### src/sv/owm_pkg.sv
// Shared types, codes and constants of the one-wire bus master.
package owm_pkg;

  localparam int CNT_W    = 16;
  localparam int NUM_REGS = 8;
  localparam int IDX_W    = 8;

  localparam logic [2:0] OP_RESET = 3'd0;
  localparam logic [2:0] OP_WBYTE = 3'd1;
  localparam logic [2:0] OP_RBYTE = 3'd2;
  localparam logic [2:0] OP_WBIT  = 3'd3;
  localparam logic [2:0] OP_RBIT  = 3'd4;

  localparam logic [2:0] REG_RST_LOW  = 3'd0;
  localparam logic [2:0] REG_PRES_WT  = 3'd1;
  localparam logic [2:0] REG_RST_REC  = 3'd2;
  localparam logic [2:0] REG_WR_LOW   = 3'd3;
  localparam logic [2:0] REG_WR_HOLD  = 3'd4;
  localparam logic [2:0] REG_RD_LOW   = 3'd5;
  localparam logic [2:0] REG_RD_SMP   = 3'd6;
  localparam logic [2:0] REG_RD_REC   = 3'd7;

  localparam logic [NUM_REGS-1:0][CNT_W-1:0] REG_DEFAULTS = {
    16'd45, 16'd10, 16'd5, 16'd50, 16'd10, 16'd500, 16'd80, 16'd500
  };

  typedef logic [NUM_REGS-1:0][CNT_W-1:0] timing_t;

  typedef struct packed {
    logic       cmd_valid;
    logic [2:0] op;
    logic [7:0] tx_byte;
    logic       line_level;
  } item_t;

  typedef struct packed {
    logic       drive_low;
    logic       busy_res;
    logic       done_res;
    logic       presence;
    logic [7:0] rx_byte;
  } result_t;

endpackage

### src/sv/owm_if.sv
// Channel interfaces: tick input, per-tick result and register write.
interface owm_in_if;
  import owm_pkg::*;
  logic       valid;
  logic       ready;
  logic       cmd_valid;
  logic [2:0] op;
  logic [7:0] tx_byte;
  logic       line_level;
  modport source (output valid, cmd_valid, op, tx_byte, line_level, input ready);
  modport sink   (input valid, cmd_valid, op, tx_byte, line_level, output ready);
endinterface

interface owm_out_if;
  logic       valid;
  logic       ready;
  logic       drive_low;
  logic       busy_res;
  logic       done_res;
  logic       presence;
  logic [7:0] rx_byte;
  modport source (output valid, drive_low, busy_res, done_res, presence, rx_byte,
                  input ready);
  modport sink   (input valid, drive_low, busy_res, done_res, presence, rx_byte,
                  output ready);
endinterface

interface owm_cfg_if;
  import owm_pkg::*;
  logic             valid;
  logic             ready;
  logic [IDX_W-1:0] index;
  logic [CNT_W-1:0] data;
  modport source (output valid, index, data, input ready);
  modport sink   (input valid, index, data, output ready);
endinterface

### src/sv/owm_cfg_regs.sv
// Timing register file written through the configuration channel.
module owm_cfg_regs
  import owm_pkg::*;
(
  input  logic    clk,
  input  logic    rst_n,
  owm_cfg_if.sink cfg,
  output timing_t timing
);

  timing_t regs_r;

  assign cfg.ready = 1'b1;
  assign timing    = regs_r;

  always_ff @(posedge clk) begin
    if (!rst_n) begin
      regs_r <= REG_DEFAULTS;
    end else if (cfg.valid && cfg.ready && (cfg.index < IDX_W'(NUM_REGS))) begin
      regs_r[cfg.index[2:0]] <= cfg.data;
    end
  end

endmodule

### src/sv/owm_fsm.sv
// Bus sequencer: phase, tick counter, bit index and shift data, one tick per fire.
module owm_fsm
  import owm_pkg::*;
(
  input  logic    clk,
  input  logic    rst_n,
  input  logic    fire,
  input  item_t   item,
  input  timing_t timing,
  output result_t res
);

  localparam logic [3:0] PH_IDLE     = 4'd0;
  localparam logic [3:0] PH_RST_LOW  = 4'd1;
  localparam logic [3:0] PH_RST_WAIT = 4'd2;
  localparam logic [3:0] PH_RST_REC  = 4'd3;
  localparam logic [3:0] PH_WR_LOW   = 4'd4;
  localparam logic [3:0] PH_WR_HOLD  = 4'd5;
  localparam logic [3:0] PH_WR_GAP   = 4'd6;
  localparam logic [3:0] PH_RD_LOW   = 4'd7;
  localparam logic [3:0] PH_RD_WAIT  = 4'd8;
  localparam logic [3:0] PH_RD_REC   = 4'd9;

  logic [3:0]       phase_r, phase_nxt;
  logic [CNT_W-1:0] tick_r, tick_nxt;
  logic [2:0]       bit_r, bit_nxt;
  logic [2:0]       op_r, op_nxt;
  logic [7:0]       shift_r, shift_nxt;
  logic             pres_r, pres_nxt;

  logic [3:0]       ph;
  logic [2:0]       sel;
  logic [CNT_W-1:0] len;
  logic [CNT_W:0]   cnt_inc;
  logic             end_hit;
  logic             slot_over;
  logic             is_byte;

  always_comb begin
    phase_nxt = phase_r;
    tick_nxt  = tick_r;
    bit_nxt   = bit_r;
    op_nxt    = op_r;
    shift_nxt = shift_r;
    pres_nxt  = pres_r;
    res       = '0;
    slot_over = 1'b0;
    sel       = REG_RST_LOW;

    if (phase_r == PH_IDLE && item.cmd_valid && item.op <= OP_RBIT) begin
      op_nxt   = item.op;
      tick_nxt = '0;
      bit_nxt  = '0;
      if (item.op == OP_RESET) begin
        phase_nxt = PH_RST_LOW;
      end else if (item.op == OP_WBYTE || item.op == OP_WBIT) begin
        shift_nxt = item.tx_byte;
        phase_nxt = PH_WR_LOW;
      end else begin
        shift_nxt = '0;
        phase_nxt = PH_RD_LOW;
      end
    end
    ph = phase_nxt;

    unique case (ph)
      PH_RST_LOW:  sel = REG_RST_LOW;
      PH_RST_WAIT: sel = REG_PRES_WT;
      PH_RST_REC:  sel = REG_RST_REC;
      PH_WR_LOW:   sel = REG_WR_LOW;
      PH_WR_HOLD:  sel = REG_WR_HOLD;
      PH_RD_LOW:   sel = REG_RD_LOW;
      PH_RD_WAIT:  sel = REG_RD_SMP;
      PH_RD_REC:   sel = REG_RD_REC;
      default:     sel = REG_RST_LOW;
    endcase
    len     = (timing[sel] == '0) ? CNT_W'(1) : timing[sel];
    cnt_inc = {1'b0, tick_nxt} + (CNT_W+1)'(1);
    end_hit = cnt_inc >= {1'b0, len};

    if (ph != PH_IDLE) begin
      res.busy_res = 1'b1;
      if (ph != PH_WR_GAP) begin
        tick_nxt = end_hit ? '0 : cnt_inc[CNT_W-1:0];
      end
      unique case (ph)
        PH_RST_LOW: begin
          res.drive_low = 1'b1;
          if (end_hit) phase_nxt = PH_RST_WAIT;
        end
        PH_RST_WAIT: begin
          if (end_hit) begin
            pres_nxt  = ~item.line_level;
            phase_nxt = PH_RST_REC;
          end
        end
        PH_RST_REC: begin
          if (end_hit) begin
            phase_nxt    = PH_IDLE;
            res.done_res = 1'b1;
          end
        end
        PH_WR_LOW: begin
          res.drive_low = 1'b1;
          if (end_hit) phase_nxt = PH_WR_HOLD;
        end
        PH_WR_HOLD: begin
          res.drive_low = ~shift_nxt[0];
          if (end_hit) phase_nxt = PH_WR_GAP;
        end
        PH_WR_GAP: begin
          tick_nxt  = '0;
          shift_nxt = {1'b0, shift_nxt[7:1]};
          slot_over = 1'b1;
        end
        PH_RD_LOW: begin
          res.drive_low = 1'b1;
          if (end_hit) phase_nxt = PH_RD_WAIT;
        end
        PH_RD_WAIT: begin
          if (end_hit) begin
            if (op_nxt == OP_RBYTE) shift_nxt = {item.line_level, shift_nxt[7:1]};
            else                    shift_nxt = {7'd0, item.line_level};
            phase_nxt = PH_RD_REC;
          end
        end
        PH_RD_REC: begin
          if (end_hit) slot_over = 1'b1;
        end
        default: begin
          phase_nxt    = PH_IDLE;
          tick_nxt     = '0;
          res.busy_res = 1'b0;
        end
      endcase

      is_byte = (op_nxt == OP_WBYTE) || (op_nxt == OP_RBYTE);
      if (slot_over) begin
        if (is_byte && bit_nxt != 3'd7) begin
          bit_nxt   = bit_nxt + 3'd1;
          phase_nxt = (op_nxt == OP_WBYTE) ? PH_WR_LOW : PH_RD_LOW;
        end else begin
          phase_nxt    = PH_IDLE;
          res.done_res = 1'b1;
          if (op_nxt == OP_RBYTE || op_nxt == OP_RBIT) res.rx_byte = shift_nxt;
        end
      end
    end else begin
      is_byte = 1'b0;
    end
    res.presence = pres_nxt;
  end

  always_ff @(posedge clk) begin
    if (!rst_n) begin
      phase_r <= PH_IDLE;
      tick_r  <= '0;
      bit_r   <= '0;
      op_r    <= '0;
      shift_r <= '0;
      pres_r  <= 1'b0;
    end else if (fire) begin
      phase_r <= phase_nxt;
      tick_r  <= tick_nxt;
      bit_r   <= bit_nxt;
      op_r    <= op_nxt;
      shift_r <= shift_nxt;
      pres_r  <= pres_nxt;
    end
  end

endmodule

### src/sv/one_wire_bus_master_core.sv
// One-wire bus master top level: input register, sequencer, result register.
// Each tick passes through the input register and then the result register.
// Throughput: one tick per clock cycle; a stalled result register holds the input side.
// Phase lengths are counted in ticks from the eight timing registers.
// Reset (rst_n low, synchronous): sequencer idle, pipeline empty, timing registers
// return to their defaults.
module one_wire_bus_master_core
  import owm_pkg::*;
(
  input  logic      clk,
  input  logic      rst_n,
  owm_in_if.sink    in_ch,
  owm_out_if.source out_ch,
  owm_cfg_if.sink   cfg_ch
);

  logic    s1_valid_r;
  item_t   s1_item_r;
  logic    out_valid_r;
  result_t out_res_r;
  result_t res;
  timing_t timing;
  logic    advance;
  logic    fire;

  assign advance      = !out_valid_r || out_ch.ready;
  assign fire         = s1_valid_r && advance;
  assign in_ch.ready  = !s1_valid_r || advance;

  owm_cfg_regs u_regs (
    .clk    (clk),
    .rst_n  (rst_n),
    .cfg    (cfg_ch),
    .timing (timing)
  );

  owm_fsm u_fsm (
    .clk    (clk),
    .rst_n  (rst_n),
    .fire   (fire),
    .item   (s1_item_r),
    .timing (timing),
    .res    (res)
  );

  always_ff @(posedge clk) begin
    if (!rst_n) begin
      s1_valid_r  <= 1'b0;
      out_valid_r <= 1'b0;
    end else begin
      if (in_ch.ready) s1_valid_r <= in_ch.valid;
      if (advance)     out_valid_r <= s1_valid_r;
    end
  end

  always_ff @(posedge clk) begin
    if (in_ch.valid && in_ch.ready) begin
      s1_item_r <= '{cmd_valid:  in_ch.cmd_valid,
                     op:         in_ch.op,
                     tx_byte:    in_ch.tx_byte,
                     line_level: in_ch.line_level};
    end
    if (fire) out_res_r <= res;
  end

  assign out_ch.valid     = out_valid_r;
  assign out_ch.drive_low = out_res_r.drive_low;
  assign out_ch.busy_res  = out_res_r.busy_res;
  assign out_ch.done_res  = out_res_r.done_res;
  assign out_ch.presence  = out_res_r.presence;
  assign out_ch.rx_byte   = out_res_r.rx_byte;

endmodule

### src/flat_wrapper.sv
// flat-port wrapper written by rule: the top's interface ports become plain ports
module one_wire_bus_master_core_flat import owm_pkg::*;
  (clk, rst_n, in_ch_valid, in_ch_cmd_valid, in_ch_op, in_ch_tx_byte, in_ch_line_level, in_ch_ready, out_ch_valid, out_ch_drive_low, out_ch_busy_res, out_ch_done_res, out_ch_presence, out_ch_rx_byte, out_ch_ready, cfg_ch_valid, cfg_ch_index, cfg_ch_data, cfg_ch_ready);
  owm_in_if in_ch_i ();
  owm_out_if out_ch_i ();
  owm_cfg_if cfg_ch_i ();
  input  logic clk;
  input  logic rst_n;
  input wire logic [$bits(in_ch_i.valid)-1:0] in_ch_valid;
  input wire logic [$bits(in_ch_i.cmd_valid)-1:0] in_ch_cmd_valid;
  input wire logic [$bits(in_ch_i.op)-1:0] in_ch_op;
  input wire logic [$bits(in_ch_i.tx_byte)-1:0] in_ch_tx_byte;
  input wire logic [$bits(in_ch_i.line_level)-1:0] in_ch_line_level;
  output wire logic [$bits(in_ch_i.ready)-1:0] in_ch_ready;
  output wire logic [$bits(out_ch_i.valid)-1:0] out_ch_valid;
  output wire logic [$bits(out_ch_i.drive_low)-1:0] out_ch_drive_low;
  output wire logic [$bits(out_ch_i.busy_res)-1:0] out_ch_busy_res;
  output wire logic [$bits(out_ch_i.done_res)-1:0] out_ch_done_res;
  output wire logic [$bits(out_ch_i.presence)-1:0] out_ch_presence;
  output wire logic [$bits(out_ch_i.rx_byte)-1:0] out_ch_rx_byte;
  input wire logic [$bits(out_ch_i.ready)-1:0] out_ch_ready;
  input wire logic [$bits(cfg_ch_i.valid)-1:0] cfg_ch_valid;
  input wire logic [$bits(cfg_ch_i.index)-1:0] cfg_ch_index;
  input wire logic [$bits(cfg_ch_i.data)-1:0] cfg_ch_data;
  output wire logic [$bits(cfg_ch_i.ready)-1:0] cfg_ch_ready;
  assign in_ch_i.valid = in_ch_valid;
  assign in_ch_i.cmd_valid = in_ch_cmd_valid;
  assign in_ch_i.op = in_ch_op;
  assign in_ch_i.tx_byte = in_ch_tx_byte;
  assign in_ch_i.line_level = in_ch_line_level;
  assign in_ch_ready = in_ch_i.ready;
  assign out_ch_valid = out_ch_i.valid;
  assign out_ch_drive_low = out_ch_i.drive_low;
  assign out_ch_busy_res = out_ch_i.busy_res;
  assign out_ch_done_res = out_ch_i.done_res;
  assign out_ch_presence = out_ch_i.presence;
  assign out_ch_rx_byte = out_ch_i.rx_byte;
  assign out_ch_i.ready = out_ch_ready;
  assign cfg_ch_i.valid = cfg_ch_valid;
  assign cfg_ch_i.index = cfg_ch_index;
  assign cfg_ch_i.data = cfg_ch_data;
  assign cfg_ch_ready = cfg_ch_i.ready;
  one_wire_bus_master_core u_core (.clk(clk), .rst_n(rst_n), .in_ch(in_ch_i), .out_ch(out_ch_i), .cfg_ch(cfg_ch_i));
endmodule
### config.mk
export PLATFORM = sky130hd
export DESIGN_NAME = one_wire_bus_master_core_flat
export DESIGN_NICKNAME = d
export VERILOG_FILES = /design/src/sv/owm_pkg.sv /design/src/sv/owm_if.sv /design/src/sv/owm_cfg_regs.sv /design/src/sv/owm_fsm.sv /design/src/sv/one_wire_bus_master_core.sv /design/src/flat_wrapper.sv
export SDC_FILE = /design/constraint.sdc
export NUM_CORES = 1
export LEC_CHECK = 0
export BUFFER_PORTS_ARGS = -buffer_cell sky130_fd_sc_hd__clkbuf_2
export CAP_MARGIN = 0
export CELL_PAD_IN_SITES_DETAIL_PLACEMENT = 1
export CELL_PAD_IN_SITES_GLOBAL_PLACEMENT = 2
export CORE_UTILIZATION = 34
export DETAILED_ROUTE_END_ITERATION = 8
export PLACE_DENSITY = 0.8
export SLEW_MARGIN = 15
export SYNTH_ARGS = -nofsm -noshare
export SYNTH_HDL_FRONTEND = slang
export SYNTH_SLANG_ARGS = --single-unit
export TNS_END_PERCENT = 30
### constraint.sdc
create_clock -name clk -period 4.85 [get_ports clk]
set_input_delay 0.485 -clock clk [delete_from_list [all_inputs] [get_ports clk]]
set_output_delay 0.485 -clock clk [all_outputs]
set_load 0.03 [all_outputs]
# [Word-level counts from Yosys, hierarchy flattened]
# Memory sizes are Yosys's and may differ from the RTL's.
# Index checks and enable logic that the tools add are counted.
[word_totals] reg_bits=190 latchBits=0 mem_bits_rw=0 rom_bits=48 output_inout_bits=15 word_cells=127 mem_count=1
[mem_list] memory="(no name shown)" depth=16 width=3 rd=1 rd_ports_with_merged_regs=0 write_ports=0 line="owm_fsm.sv:66" text="unique case (ph)"
[op_classes] add_sub_neg=2 mul=0 div=0 order_cmp=6 eq_ne=16 n_shift=0 mux=49 bitwise=5 reduce_logical=23
[ops] op="bitwise mux 128 bit" n=1
[ops] op="two-way mux 16 bit" n=8
[ops] op="binary-select mux 16 bit (select 3 bit)" n=1
[ops] op="demux 16 bit (select 3 bit)" n=1
[ops] op="two-way mux 8 bit" n=6
[ops] op="two-way mux 4 bit" n=10
[ops] op="one-hot mux 4 bit (8 select lines)" n=1
[ops] op="two-way mux 3 bit" n=7
[ops] op="adder 16 x 1 -> 17 bit (second input constant)" n=1
[ops] op="greater-or-equal comparator 17 x 16 -> 1 bit" n=1
[ops] op="== test 4 x 3 -> 1 bit (second input constant)" n=4
[ops] op="zero test 16 bit" n=1
[ops] op="one-hot mux 8 bit (2 select lines)" n=1
[ops] op="two-way mux 1 bit" n=9
[ops] op="OR reduction 9 bit" n=1
[ops] op="== test 4 x 2 -> 1 bit (second input constant)" n=2
[ops] op="== test 4 bit (second input constant)" n=2
[ops] op="less-than comparator 3 x 4 -> 1 bit (second input constant)" n=2
[ops] op="less-than comparator 8 x 4 -> 1 bit (second input constant)" n=1
[ops] op="OR reduction 8 bit" n=1
[ops] op="logical AND 1 bit" n=7
[ops] op="== test 3 x 1 -> 1 bit (second input constant)" n=2
[ops] op="== test 3 x 2 -> 1 bit (second input constant)" n=2
[ops] op="logical OR 1 bit" n=5
[ops] op="other kinds (17)" n=24

# [Logic depth before layout (Yosys ltp)]
# Gate-level depths: netlist of the first run.
# An unclocked memory read counts as a cell.
[logic_depth] ltp_word=16 mapped_depth=32 depth_no_buf=26

# [By module]
# A second synthesis of the first run with hierarchy kept.
[hier_totals] hier_cells=1093 area_unflattened_um2=10039.6
[by_module_without_submodules] mod="owm_cfg_regs" instances=1 cells_each=453 area_per_inst_um2=4793.3 seq_area_each_um2=2562.5
[by_module_without_submodules] mod="owm_fsm" instances=1 cells_each=606 area_per_inst_um2=4391.7 seq_area_each_um2=700.7
[by_module_without_submodules] mod="one_wire_bus_master_core" instances=1 cells_each=34 area_per_inst_um2=854.6 seq_area_each_um2=790.8

# [Least setup slack after synthesis of the first run]
# No wires, ideal clock.
[synth_path] path_type="reg-to-reg" startpoint="register u_core.u_fsm.phase_r[3]" endpoint="register u_core.out_res_r (netlist bit u_core.out_ch.rx_byte[6]), data pin" setup_ps=261 arrival_ps=5102 slack_ps=-513 path_stages_with_launch=30 period_less_slack_ps=5363 path_cell_list="dfxtp_1 buf_6 nor4b_4 nand2b_1 clkbuf_1 nand2b_1 clkbuf_1 nor2_1 or2_2 inv_1 ha_1 mux2i_1 a311oi_1 a211oi_2 buf_4 buf_2 mux2i_1 a21oi_1 a21oi_1 nand4_1 o31ai_1 ha_1 inv_1 a21oi_1 a211oi_1 o211ai_1 a21o_4 a21oi_1 o22ai_1 nor2b_1"
[synth_between] elab_chain_len=15 word_cells_on_any_way=36
[synth_lines] item="start: declaration" line="owm_fsm.sv:24" text="logic [3:0] phase_r, phase_nxt;"
[synth_lines] item="start signal: assignment" line="owm_fsm.sv:163" text="phase_r <= phase_nxt;"
[synth_lines] item="zero test 4 bit" line="owm_fsm.sv:50" text="if (phase_r == PH_IDLE && item.cmd_valid && item.op <= OP_RBIT) begin"
[synth_lines] item="logical AND 1 bit (2 in a row)" line="owm_fsm.sv:50"
[synth_lines] item="two-way mux 4 bit" line="owm_fsm.sv:50"
[synth_lines] item="memory read (16 x 3 bit)"
[synth_lines] item="binary-select mux 16 bit (select 3 bit)" line="owm_fsm.sv:77" text="len = (timing[sel] == '0) ? CNT_W'(1) : timing[sel];"
[synth_lines] item="two-way mux 16 bit (not written as such)" line="owm_fsm.sv:77"
[synth_lines] item="zero test 16 bit" line="owm_fsm.sv:77"
[synth_lines] item="two-way mux 16 bit" line="owm_fsm.sv:77"
[synth_lines] item="greater-or-equal comparator 17 x 16 -> 1 bit" line="owm_fsm.sv:79" text="end_hit = cnt_inc >= {1'b0, len};"
[synth_lines] item="two-way mux 1 bit" line="owm_fsm.sv:128" text="if (end_hit) slot_over = 1'b1;"
[synth_lines] item="one-hot mux 1 bit (2 select lines)" line="owm_fsm.sv:86" text="unique case (ph)"
[synth_lines] item="two-way mux 1 bit" line="owm_fsm.sv:81" text="if (ph != PH_IDLE) begin"
[synth_lines] item="inverter 1 bit (no line)"
[synth_lines] item="OR reduction 4 bit (no line)"
[synth_lines] item="end signal: assignment" line="one_wire_bus_master_core.sv:63" text="if (fire) out_res_r <= res;"
[synth_lines] item="end: declaration" line="one_wire_bus_master_core.sv:20" text="result_t out_res_r;"
# Several ways; a longest one is shown, not always the timed one. The select of a mux whose other input is x is not followed.
# A chain may end at the register's enable or synchronous reset.

# [Final worst setup path of the first run]
[layout_path] startpoint="register u_core.s1_item_r[10] (netlist bit)" endpoint="register u_core.out_res_r (netlist bit u_core.out_ch.rx_byte[5]), data pin"
[layout_between] elab_chain_len=16 word_cells_on_any_way=43
[layout_lines] item="start: declaration" line="one_wire_bus_master_core.sv:18" text="item_t s1_item_r;"
[layout_lines] item="start signal: assignment" line="one_wire_bus_master_core.sv:58" text="s1_item_r <= '{cmd_valid: in_ch.cmd_valid,"
[layout_lines] item="== test 3 x 1 -> 1 bit / == test 3 x 2 -> 1 bit (equally long branches)" line="owm_fsm.sv:56" text="end else if (item.op == OP_WBYTE || item.op == OP_WBIT) begin"
[layout_lines] item="logical OR 1 bit" line="owm_fsm.sv:56"
[layout_lines] item="two-way mux 2 bit" line="owm_fsm.sv:56"
[layout_lines] item="two-way mux 3 bit" line="owm_fsm.sv:54" text="if (item.op == OP_RESET) begin"
[layout_lines] item="two-way mux 4 bit" line="owm_fsm.sv:50"
[layout_lines] item="memory read (16 x 3 bit)"
[layout_lines] item="binary-select mux 16 bit (select 3 bit)" line="owm_fsm.sv:77"
[layout_lines] item="two-way mux 16 bit (not written as such)" line="owm_fsm.sv:77"
[layout_lines] item="zero test 16 bit" line="owm_fsm.sv:77"
[layout_lines] item="two-way mux 16 bit" line="owm_fsm.sv:77"
[layout_lines] item="greater-or-equal comparator 17 x 16 -> 1 bit" line="owm_fsm.sv:79"
[layout_lines] item="two-way mux 1 bit" line="owm_fsm.sv:128"
[layout_lines] item="one-hot mux 1 bit (2 select lines)" line="owm_fsm.sv:86"
[layout_lines] item="two-way mux 1 bit" line="owm_fsm.sv:81"
[layout_lines] item="inverter 1 bit (no line)"
[layout_lines] item="OR reduction 4 bit (no line)"
# Several ways; a longest one is shown, not always the timed one. The select of a mux whose other input is x is not followed.

==> results_dict.tcl, run 1 <==
set metrics [dict create \
    ys_seq_area_frac 0.421 \
    die_area_mm2 0.0290 \
    netlist_area_mm2 0.00963 \
    hold_viol_final 0 \
    power_mw 4.03 \
    grt_pass1_vias 8860 \
    ys_seq_elements 190 \
    period_minus_slack_ps 5470 \
    synth_most_common_cell "nand2_1" \
    rrSetupSlack_ps -620 \
    ys_async_sr_fraction 0 \
    path_max_fanout 7 \
    global_route.usage.met3 0.0309 \
    end_kind "flip-flop" \
    hp-class "in -> reg" \
    worstPathRequired_ps 5050 \
    worst_slew_pin_slew_ps 1060 \
    use_met2 0.375 \
    synth_ff_type "dfxtp_1" \
    skew_ps 9.88 \
    synth_area_leaders "dfxtp_1 34%, mux2i_1 9.6%, nand2_1 9.0%, edfxtp_1 7.8%, a21oi_1 7.3%" \
    routed_wl_mm 31.4 \
    wl_per_cell_um 19.3 \
    initialDrtViolationCount 392 \
    die_height_um 170 \
    critPathLaunchType "flip-flop" \
    setup_viol 42 \
    syn_to_final_growth_pct 22.8 \
    path_class "reg -> reg" \
    cpPeakStageDelay_ps 440 \
    fmax_mhz 183 \
    grt_max_degree 78 \
    diodes 0 \
    clk_path_buf_depth 2 \
    grt-ovfl-total 0 \
    max-slew-margin-rel 0.292 \
    grt_usage 0.224 \
    ir_worst_vdd_uv 216 \
    crit_slowest_cell "edfxtp_1" \
    setup_ws_ps -622 \
    regArea_mm2 0.00406 \
    status "finished with violations" \
    cts_tree "built" \
    clk_latency_ps 450 \
    violations "negative setup slack" \
    netlist_instances 1154 \
    io_buffers 55 \
    first_pass_iters 5 \
    synth_warnings 0 \
    root_buffer "clkbuf_16" \
    powerDensity_mw_per_mm2 341 \
    cts_buffers 17 \
    dp_hpwl_mm 20.7 \
    core_area_mm2 0.0278 \
    rows 61 \
    via_per_inst 5.30 \
    die_x_um 170 \
    ant_nets 0 \
    syn_area_per_cell_um2 8.34 \
    design_area_mm2 0.0118 \
    leakagePower_nw 4.85 \
    drc 0 \
    dpl_worst_slack_ps -633 \
    cp.arrival_ps 5680 \
    synth_top_area_frac 0.343 \
    rsz0062_at_grt "true" \
    vias 8637 \
    grt_pass1_wl_mm 49.7 \
    synthTopCellsByCount "230 x nand2_1, 165 x dfxtp_1, 141 x a21oi_1" \
    fin_crit_sh 1.13 \
    drv_slew 0 \
    clock_sinks 190 \
    timing.max_cap.violations 0 \
    clk_pin_slew_worst_paths_ps 70 \
    initial_core_util 0.346 \
    ys_types 66 \
    syn_nets 1219 \
    grt-busiest-layer "met2" \
    fin_nets 1303 \
    drive_gt1_frac 0.201 \
    yosys.area.top_type "dfxtp_1" \
    grt_util_met1 0.297 \
    place.gp.congestion 0.834 \
    cts_max_level 4 \
    num_io_pins 57 \
    placed_cell_area_mm2 0.0108 \
    fillers 3327 \
    synth_edf_count 25 \
    multi_input_area_mm2 0.00538 \
    antenna_found_initial 0 \
]
sequential cells by signal, indices dropped and copies added, names as in the netlist, 3 cells and up:
name / count
u_core.u_fsm.shift_r: 8
u_core.out_ch.rx_byte: 8
u_core.u_fsm.phase_r: 4
u_core.u_fsm.op_r: 3
u_core.u_fsm.bit_r: 3
u_core.u_fsm.tick_r: 16
u_core.s1_item_r: 13
u_core.u_regs.timing: 128
through the flow:
stage | utilization | instances | hold WS, ps | TNS [ps]
final | 0.425 | 1629 | 212 | -21600
after global routing | 0.425 | 1629 | 199 | -32430
after CTS | 0.416 | 1619 | 202 | -17090
after detailed placement | 0.388 | 1580 | 447 | -21040
after global placement | 0.388 | 1580 | 437 | -12520
after floorplan | - | 1154 | 432 | -1110
power by group:
group	internal [mW]	switching, mW	leakage, nW
logic	0.371	0.475	2.95
registers	1.61	0.0126	1.58
clock network	0.904	0.658	0.316
total	2.89	1.15	4.85
layout make-up:
cell class              instances  share of cell area
clock inverters                11              0.0127
inverters                      15             0.00487
multi-input cells             856               0.455
repair buffers                158               0.102
flip-flops and latches        190               0.343
well taps                     378              0.0400
clock buffers                  21              0.0426
metal layers:
layer | up-vias | part of all wire
li1 | 4202 | -
met1 | 4292 | 0.48
met2 | 111 | 0.48
met3 | 32 | 0.026
met4 | 0 | 0.014
met5 | - | 0
final timing paths:
path | startpoint | cells past startpoint | to
worst max-delay path | u_core.s1_item_r[10] | 29 | u_core.out_ch.rx_byte[5]
worst min-delay path | in_ch_tx_byte[3] | 1 | u_core.s1_item_r[4]
worst max register to register | u_core.s1_item_r[10] | 29 | u_core.out_ch.rx_byte[5]
worst min register to register | u_core.u_regs.timing[31] | 2 | u_core.u_regs.timing[31]
worst max-delay path, delay by kind of cell, from the launching register on:
kind | cells | cell delay (ps)
fa+ha+maj | 2 | 350
mux | 4 | 630
compound gates | 9 | 1940
simple gates | 8 | 1050
buf+inv | 6 | 800
flops | 1 | 440
cell usage in the layout (no fill, tap or decap), drive strengths merged, types with 6 or more instances in the layout:
| cell type | synthesis | final |
|---|---|---|
| nand2 | 230 | 230 |
| dfxtp | 165 | 165 |
| a21oi | 145 | 145 |
| buf | 28 | 102 |
| mux2i | 92 | 92 |
| nor2 | 88 | 88 |
| clkbuf | 65 | 77 |
| nand3 | 41 | 41 |
| a211oi | 36 | 36 |
| o21ai | 28 | 28 |
| nor2b | 26 | 26 |
| edfxtp | 25 | 25 |
| ha | 23 | 23 |
| a22o | 15 | 15 |
| inv | 15 | 15 |
| and3 | 11 | 11 |
| nor3 | 11 | 11 |
| nand4 | 10 | 10 |
| a21o | 9 | 9 |
| or3 | 8 | 8 |
| xnor2 | 7 | 7 |
| and2 | 7 | 7 |
| nand2b | 7 | 7 |
| o22ai | 7 | 7 |
| clkinv | 0 | 6 |
logic make-up (layout without fill, tap and decap cells):
| family | after synthesis | in the layout | synth area share |
|---|---|---|---|
| and+or+nand+nor | 457 | 457 | 0.215 |
| AOI/OAI and AO/OA | 273 | 273 | 0.178 |
| DFF | 190 | 190 | 0.421 |
| buffers and inverters | 108 | 205 | 0.0515 |
| muxes | 92 | 92 | 0.0957 |
| adders and majority gates | 23 | 23 | 0.0299 |
| xor gates and xnor gates | 10 | 10 | 0.00910 |
| other | 1 | 1 | 0.000390 |
timing repair:
item                                    4_1_cts  5_1_grt
setup buffers                                 7        9
resized for setup                             9       38
pin swaps                                     2       32
hold buffers                                  0        0
gates cloned                                  0        1
endpoints found under the setup margin       42       42
(Power assumes the default switching activity.)
==> run 2, diff against run 1 <==
--- a/config.mk
+++ b/config.mk
@@ -9,9 +9,9 @@
 export CAP_MARGIN = 0
 export CELL_PAD_IN_SITES_DETAIL_PLACEMENT = 1
 export CELL_PAD_IN_SITES_GLOBAL_PLACEMENT = 2
-export CORE_UTILIZATION = 34
+export CORE_UTILIZATION = 37
 export DETAILED_ROUTE_END_ITERATION = 8
-export PLACE_DENSITY = 0.8
+export PLACE_DENSITY = 0.83
 export SLEW_MARGIN = 15
 export SYNTH_ARGS = -nofsm -noshare
 export SYNTH_HDL_FRONTEND = slang
==> constraint.sdc (replaced) <==
create_clock -name clk -period 5.6 [get_ports clk]
set_input_delay 0.56 -clock clk [delete_from_list [all_inputs] [get_ports clk]]
set_output_delay 0.56 -clock clk [all_outputs]
set_load 0.03 [all_outputs]
==> results_dict.tcl, run 2 (synthesis results as in run 1) <==
set metrics [dict create \
    grt_pass1_wl_mm 48.2 \
    initial_core_util 0.380 \
    via_per_inst 5.53 \
    clk_latency_ps 460 \
    grt_usage 0.237 \
    core_area_mm2 0.0253 \
    hp-start "in_ch_tx_byte[1]" \
    die_area_mm2 0.0267 \
    fin_nets 1280 \
    wl_per_cell_um 20.3 \
    clk_path_buf_depth 2 \
    rr_worst_depth 30 \
    grt-ovfl-total 0 \
    holdPathEnd "u_core.s1_item_r[2]" \
    hp-class "in -> reg" \
    r2r_end "u_core.u_fsm.phase_r[0]" \
    syn_to_final_growth_pct 18.9 \
    period_minus_slack_ps 5480 \
    ir_worst_vdd_uv 157 \
    fmax_mhz 183 \
    dp_hpwl_mm 19.3 \
    fin_cells 1558 \
    cpPeakStageDelay_ps 420 \
    largest_reg_flops 128 \
    cts_buffers 17 \
    regToRegStartpoint "u_core.s1_item_r[12]" \
    grt_max_degree 105 \
    worst_slew_pin_slew_ps 1180 \
    cts_max_level 4 \
    routed_wl_mm 31.6 \
    clk_pin_slew_worst_paths_ps 80 \
    vias 8622 \
    cts_tree "built" \
    clock_sinks 190 \
    diodes 0 \
    leakagePower_nw 4.72 \
    worstPathRequired_ps 5940 \
    antenna_found_initial 0 \
    rrSetupSlack_ps 120 \
    setup_viol 0 \
    drive_gt1_frac 0.181 \
    root_buffer "clkbuf_16" \
    powerDensity_mw_per_mm2 297 \
    fillers 3017 \
    grt_pass1_vias 8714 \
    num_io_pins 57 \
    max-slew-margin-rel 0.215 \
    timing.max_cap.violations 0 \
    initialDrtViolationCount 475 \
    die_x_um 163 \
    status "complete, no violations" \
    skew_ps 26.9 \
    drv_slew 0 \
    min_path_cells 1 \
    end_kind "flip-flop" \
    die_height_um 163 \
    finalSetupTns_ps 0 \
    fin_crit_sh 0.978 \
    dpl.cell_count 1501 \
    cp.arrival_ps 5820 \
    holdBufCountCts 0 \
    critPathLaunchType "flip-flop" \
    io_buffers 55 \
    crit_slowest_cell "edfxtp_1" \
    hold_viol_final 0 \
    path_max_fanout 21 \
    rows 58 \
    first_pass_iters 5 \
    final_cell_mix "228 x nand2_1, 162 x dfxtp_1, 135 x a21oi_1, 89 x mux2i_1, 85 x nor2_1" \
    power_mw 3.40 \
    path_class "reg -> reg" \
    final_common_cell "nand2_1" \
    ant_nets 0 \
    place.gp.congestion 0.851 \
    drc 0 \
]
## run 2: cell types whose count changed in the layout (fill, tap and decap cells not counted), sizes merged, moves of 3 or more
cell	change
buf	-28
bufbuf	+3
inv	+7
bufinv	-3
## run 2: metal layers
| layer | vias to the layer above | global-route usage | share of wire |
|---|---|---|---|
| li1 | 4160 | - | - |
| met1 | 4264 | 0.308 | 0.46 |
| met2 | 171 | 0.408 | 0.50 |
| met3 | 27 | 0.0325 | 0.033 |
| met4 | 0 | 0.0620 | 0.012 |
| met5 | - | 0 | 0 |
## run 2: layout make-up
cell class                 count  area (um2)  share of cell area
multi-input combinational    857        5280               0.461
sequential                   190        4060               0.355
timing repair buffer         134        1030              0.0899
clock buffer                  19         454              0.0397
tap                          330         413              0.0361
clock inverter                13         155              0.0136
inverter                      15        57.6             0.00503
## run 2: critical path: cells and delay by family (launching register included)
kind / cells / cell delay [ps]
AND/OR/NAND/NOR: 8 / 1130
AO/OA/AOI/OAI: 13 / 2200
multiplexers: 1 / 180
adder cells (fa/ha/maj): 2 / 450
buffers and inverters: 6 / 990
flip-flops: 1 / 420
## run 2: how the worst max path moves through the flow
stage / from / slack, ps / endpoint
floorplan: u_core.u_fsm.phase_r[3] / 240 / u_core.out_ch.rx_byte[6]
global placement: u_core.s1_item_r[11] / 170 / u_core.u_fsm.pres_r
detailed placement: u_core.s1_item_r[11] / -20 / u_core.u_fsm.pres_r
CTS: u_core.s1_item_r[11] / 40 / u_core.u_fsm.pres_r
global route: u_core.s1_item_r[12] / -180 / u_core.u_fsm.phase_r[0]
finish: u_core.s1_item_r[12] / 120 / u_core.u_fsm.phase_r[0]
## run 2: where the power goes
part	total (mW)	internal, mW	switching, mW	leakage (nW)
logic	0.716	0.311	0.405	2.85
clock network	1.28	0.633	0.646	0.293
registers	1.41	1.40	0.0120	1.58
## run 2: repair_timing
| action | CTS | global route |
|---|---|---|
| buffers inserted | 1 | 18 |
| endpoints found under the setup margin | 4 | 42 |
| pin swaps | 2 | 18 |
| gates resized for setup | 3 | 32 |
| gates cloned | 3 | 3 |
## run 2: stage by stage
stage | hold WS (ps) | setup slack (ps) | utilization | instance area (um2)
2_1_floorplan | 432 | 237 | - | 9630
3_3_place_gp | 438 | 171 | 0.410 | 10400
3_5_place_dp | 448 | -24.5 | 0.410 | 10400
4_1_cts | 265 | 38.9 | 0.439 | 11100
5_1_grt | 267 | -176 | 0.452 | 11400
6_report | 271 | 121 | 0.452 | 11400
==> run 3, diff against run 2 <==
--- a/config.mk
+++ b/config.mk
@@ -11,6 +11,7 @@
 export CELL_PAD_IN_SITES_GLOBAL_PLACEMENT = 2
 export CORE_UTILIZATION = 37
 export DETAILED_ROUTE_END_ITERATION = 8
+export GPL_TIMING_DRIVEN = 0
 export PLACE_DENSITY = 0.83
 export SLEW_MARGIN = 15
 export SYNTH_ARGS = -nofsm -noshare
==> constraint.sdc (replaced) <==
create_clock -name clk -period 5.6 [get_ports clk]
set_input_delay 0 -clock clk [delete_from_list [all_inputs] [get_ports clk]]
set_output_delay 0 -clock clk [all_outputs]
set_load 0.03 [all_outputs]
==> results_dict.tcl, run 3 (synthesis results as in run 1) <==
set metrics [dict create \
    status "finished with violations" \
    violations "negative hold slack" \
    rr_worst_depth 30 \
    largest_reg_flops 128 \
    clk_latency_ps 460 \
    clk_pin_slew_worst_paths_ps 90 \
    initialDrtViolationCount 508 \
    cp.arrival_ps 5940 \
    routed_wl_mm 35.1 \
    ant_nets 0 \
    regToRegStartpoint "u_core.u_fsm.phase_r[3]" \
    highest_layer "met4" \
    fin_util 0.476 \
    p_int_mw 2.41 \
    grt-ovfl-total 0 \
    end_kind "flip-flop" \
    vias 8972 \
    rsz0062_at_grt "true" \
    cts_buffers 17 \
    via_per_inst 5.57 \
    die_x_um 163 \
    grt_pass1_vias 9177 \
    combPwrFrac 0.227 \
    wl_per_cell_um 21.8 \
    hp-start "cfg_ch_data[7]" \
    min_path_cells 3 \
    worstPathRequired_ps 5980 \
    drive_gt1_frac 0.187 \
    switching_share 0.324 \
    num_io_pins 57 \
    seq_power_share 0.396 \
    drv_slew 0 \
    io_buffers 38 \
    root_buffer "clkbuf_16" \
    cpPeakStageDelay_ps 370 \
    setup_viol 0 \
    power.switching_mw 1.15 \
    p_clk_frac 0.377 \
    powerDensity_mw_per_mm2 295 \
    final_cell_mix "228 x nand2_1, 163 x dfxtp_1, 126 x a21oi_1, 83 x nor2_1, 75 x mux2i_1" \
    first_pass_iters 5 \
    fin_crit_sh 0.994 \
    fmax_mhz 180 \
    grt_max_degree 22 \
    multi_input_area_mm2 0.00558 \
    period_minus_slack_ps 5570 \
    skew_ps 21.4 \
    antenna_found_initial 0 \
    hp-class "in -> reg" \
    hold-worst-slack_ps -2.23 \
    core_area_mm2 0.0253 \
    die_area_mm2 0.0267 \
    rows 58 \
    ir_worst_vdd_uv 195 \
    diodes 0 \
    place.gp.congestion 0.868 \
    path_max_fanout 10 \
    leakagePower_nw 4.79 \
    drc 0 \
    hold_viol_final 1 \
    timing.max_cap.violations 0 \
    cts_tree "built" \
    max-slew-margin-rel 0.190 \
    final_common_cell "nand2_1" \
    rrSetupSlack_ps 30 \
    met1_length_mm 15.3 \
    holdPathEnd "u_core.u_regs.timing[23]" \
    clk_path_buf_depth 2 \
    clock_sinks 190 \
    r2r_end "u_core.u_fsm.shift_r[0]" \
    dp_hpwl_mm 23.9 \
    critPathLaunchType "flip-flop" \
    regArea_mm2 0.00406 \
    grt_usage 0.268 \
    path_class "reg -> reg" \
    met2_length_mm 17.5 \
    fillers 3011 \
    cts_max_level 4 \
    fin_nets 1334 \
    grt_pass1_wl_mm 53.5 \
    die_height_um 163 \
    wl_met3_mm 1.29 \
    crit_slowest_cell "a211oi_1" \
    initial_core_util 0.380 \
    syn_to_final_growth_pct 25.3 \
    worst_slew_pin_slew_ps 1210 \
]
[run 3: through the flow]
| stage | setup slack [ps] | std cells | power [mW] | setup TNS (ps) | area [um2] |
|---|---|---|---|---|---|
| after detailed placement | -1820 | 1522 | 2.05 | -67100 | 10200 |
| after global placement | -1740 | 1522 | 2.04 | -62560 | 10200 |
| after floorplan | 237 | 1154 | 1.83 | 0 | 9630 |
| final | 32.1 | 1612 | 3.56 | 0 | 12100 |
| after global routing | -111 | 1612 | 3.67 | -1920 | 12100 |
| after CTS | 21.5 | 1590 | 3.49 | 0 | 11600 |
[run 3: how the worst max path moves through the flow]
stage	to	slack [ps]	startpoint
2_1_floorplan	u_core.out_ch.rx_byte[6]	240	u_core.u_fsm.phase_r[3]
3_3_place_gp	u_core.out_ch.rx_byte[6]	-1740	u_core.s1_item_r[12]
3_5_place_dp	u_core.out_ch.rx_byte[6]	-1820	u_core.u_fsm.phase_r[1]
4_1_cts	u_core.u_fsm.pres_r	20	u_core.s1_item_r[9]
5_1_grt	u_core.u_fsm.shift_r[0]	-110	u_core.u_fsm.phase_r[3]
6_report	u_core.u_fsm.shift_r[0]	30	u_core.u_fsm.phase_r[3]
[run 3: power by group through the flow]
stage	clock, mW	combinational, mW	sequential, mW
3_5_place_dp	0	0.607	1.44
4_1_cts	1.36	0.728	1.41
5_1_grt	1.41	0.849	1.41
3_3_place_gp	0	0.601	1.44
6_report	1.34	0.806	1.41
2_1_floorplan	0	0.387	1.44
[run 3: worst max-delay path: cells and delay by family (launching register included)]
kind,cells,cell delay [ps]
AOI/OAI and AO/OA,14,2330
adders and majority gates,2,440
buffers and inverters,8,1310
DFF,1,320
muxes,1,180
and+or+nand+nor,5,880
[run 3: layer usage]
metal  up-vias  track usage
met5         -            0
met1      4464        0.331
met3        54       0.0416
met2       197        0.472
met4         0       0.0896
li1       4257            -
[run 3: repair_timing]
item | in CTS | in global routing
setup buffers | 18 | 20
hold endpoints to repair | 22 | 0
hold buffers | 20 | 0
setup endpoints to repair | 42 | 42
cloned | 1 | 2
gates resized for setup | 84 | 61
pin swaps | 13 | 38
[run 3: final cells by class]
type / instances / share of cell area
multi-input cells: 856 / 0.463
flip-flops and latches: 190 / 0.336
repair buffers: 99 / 0.0625
plain buffers: 90 / 0.0459
clock buffers: 19 / 0.0385
well taps: 330 / 0.0342
clock inverters: 13 / 0.0151
inverters: 15 / 0.00488
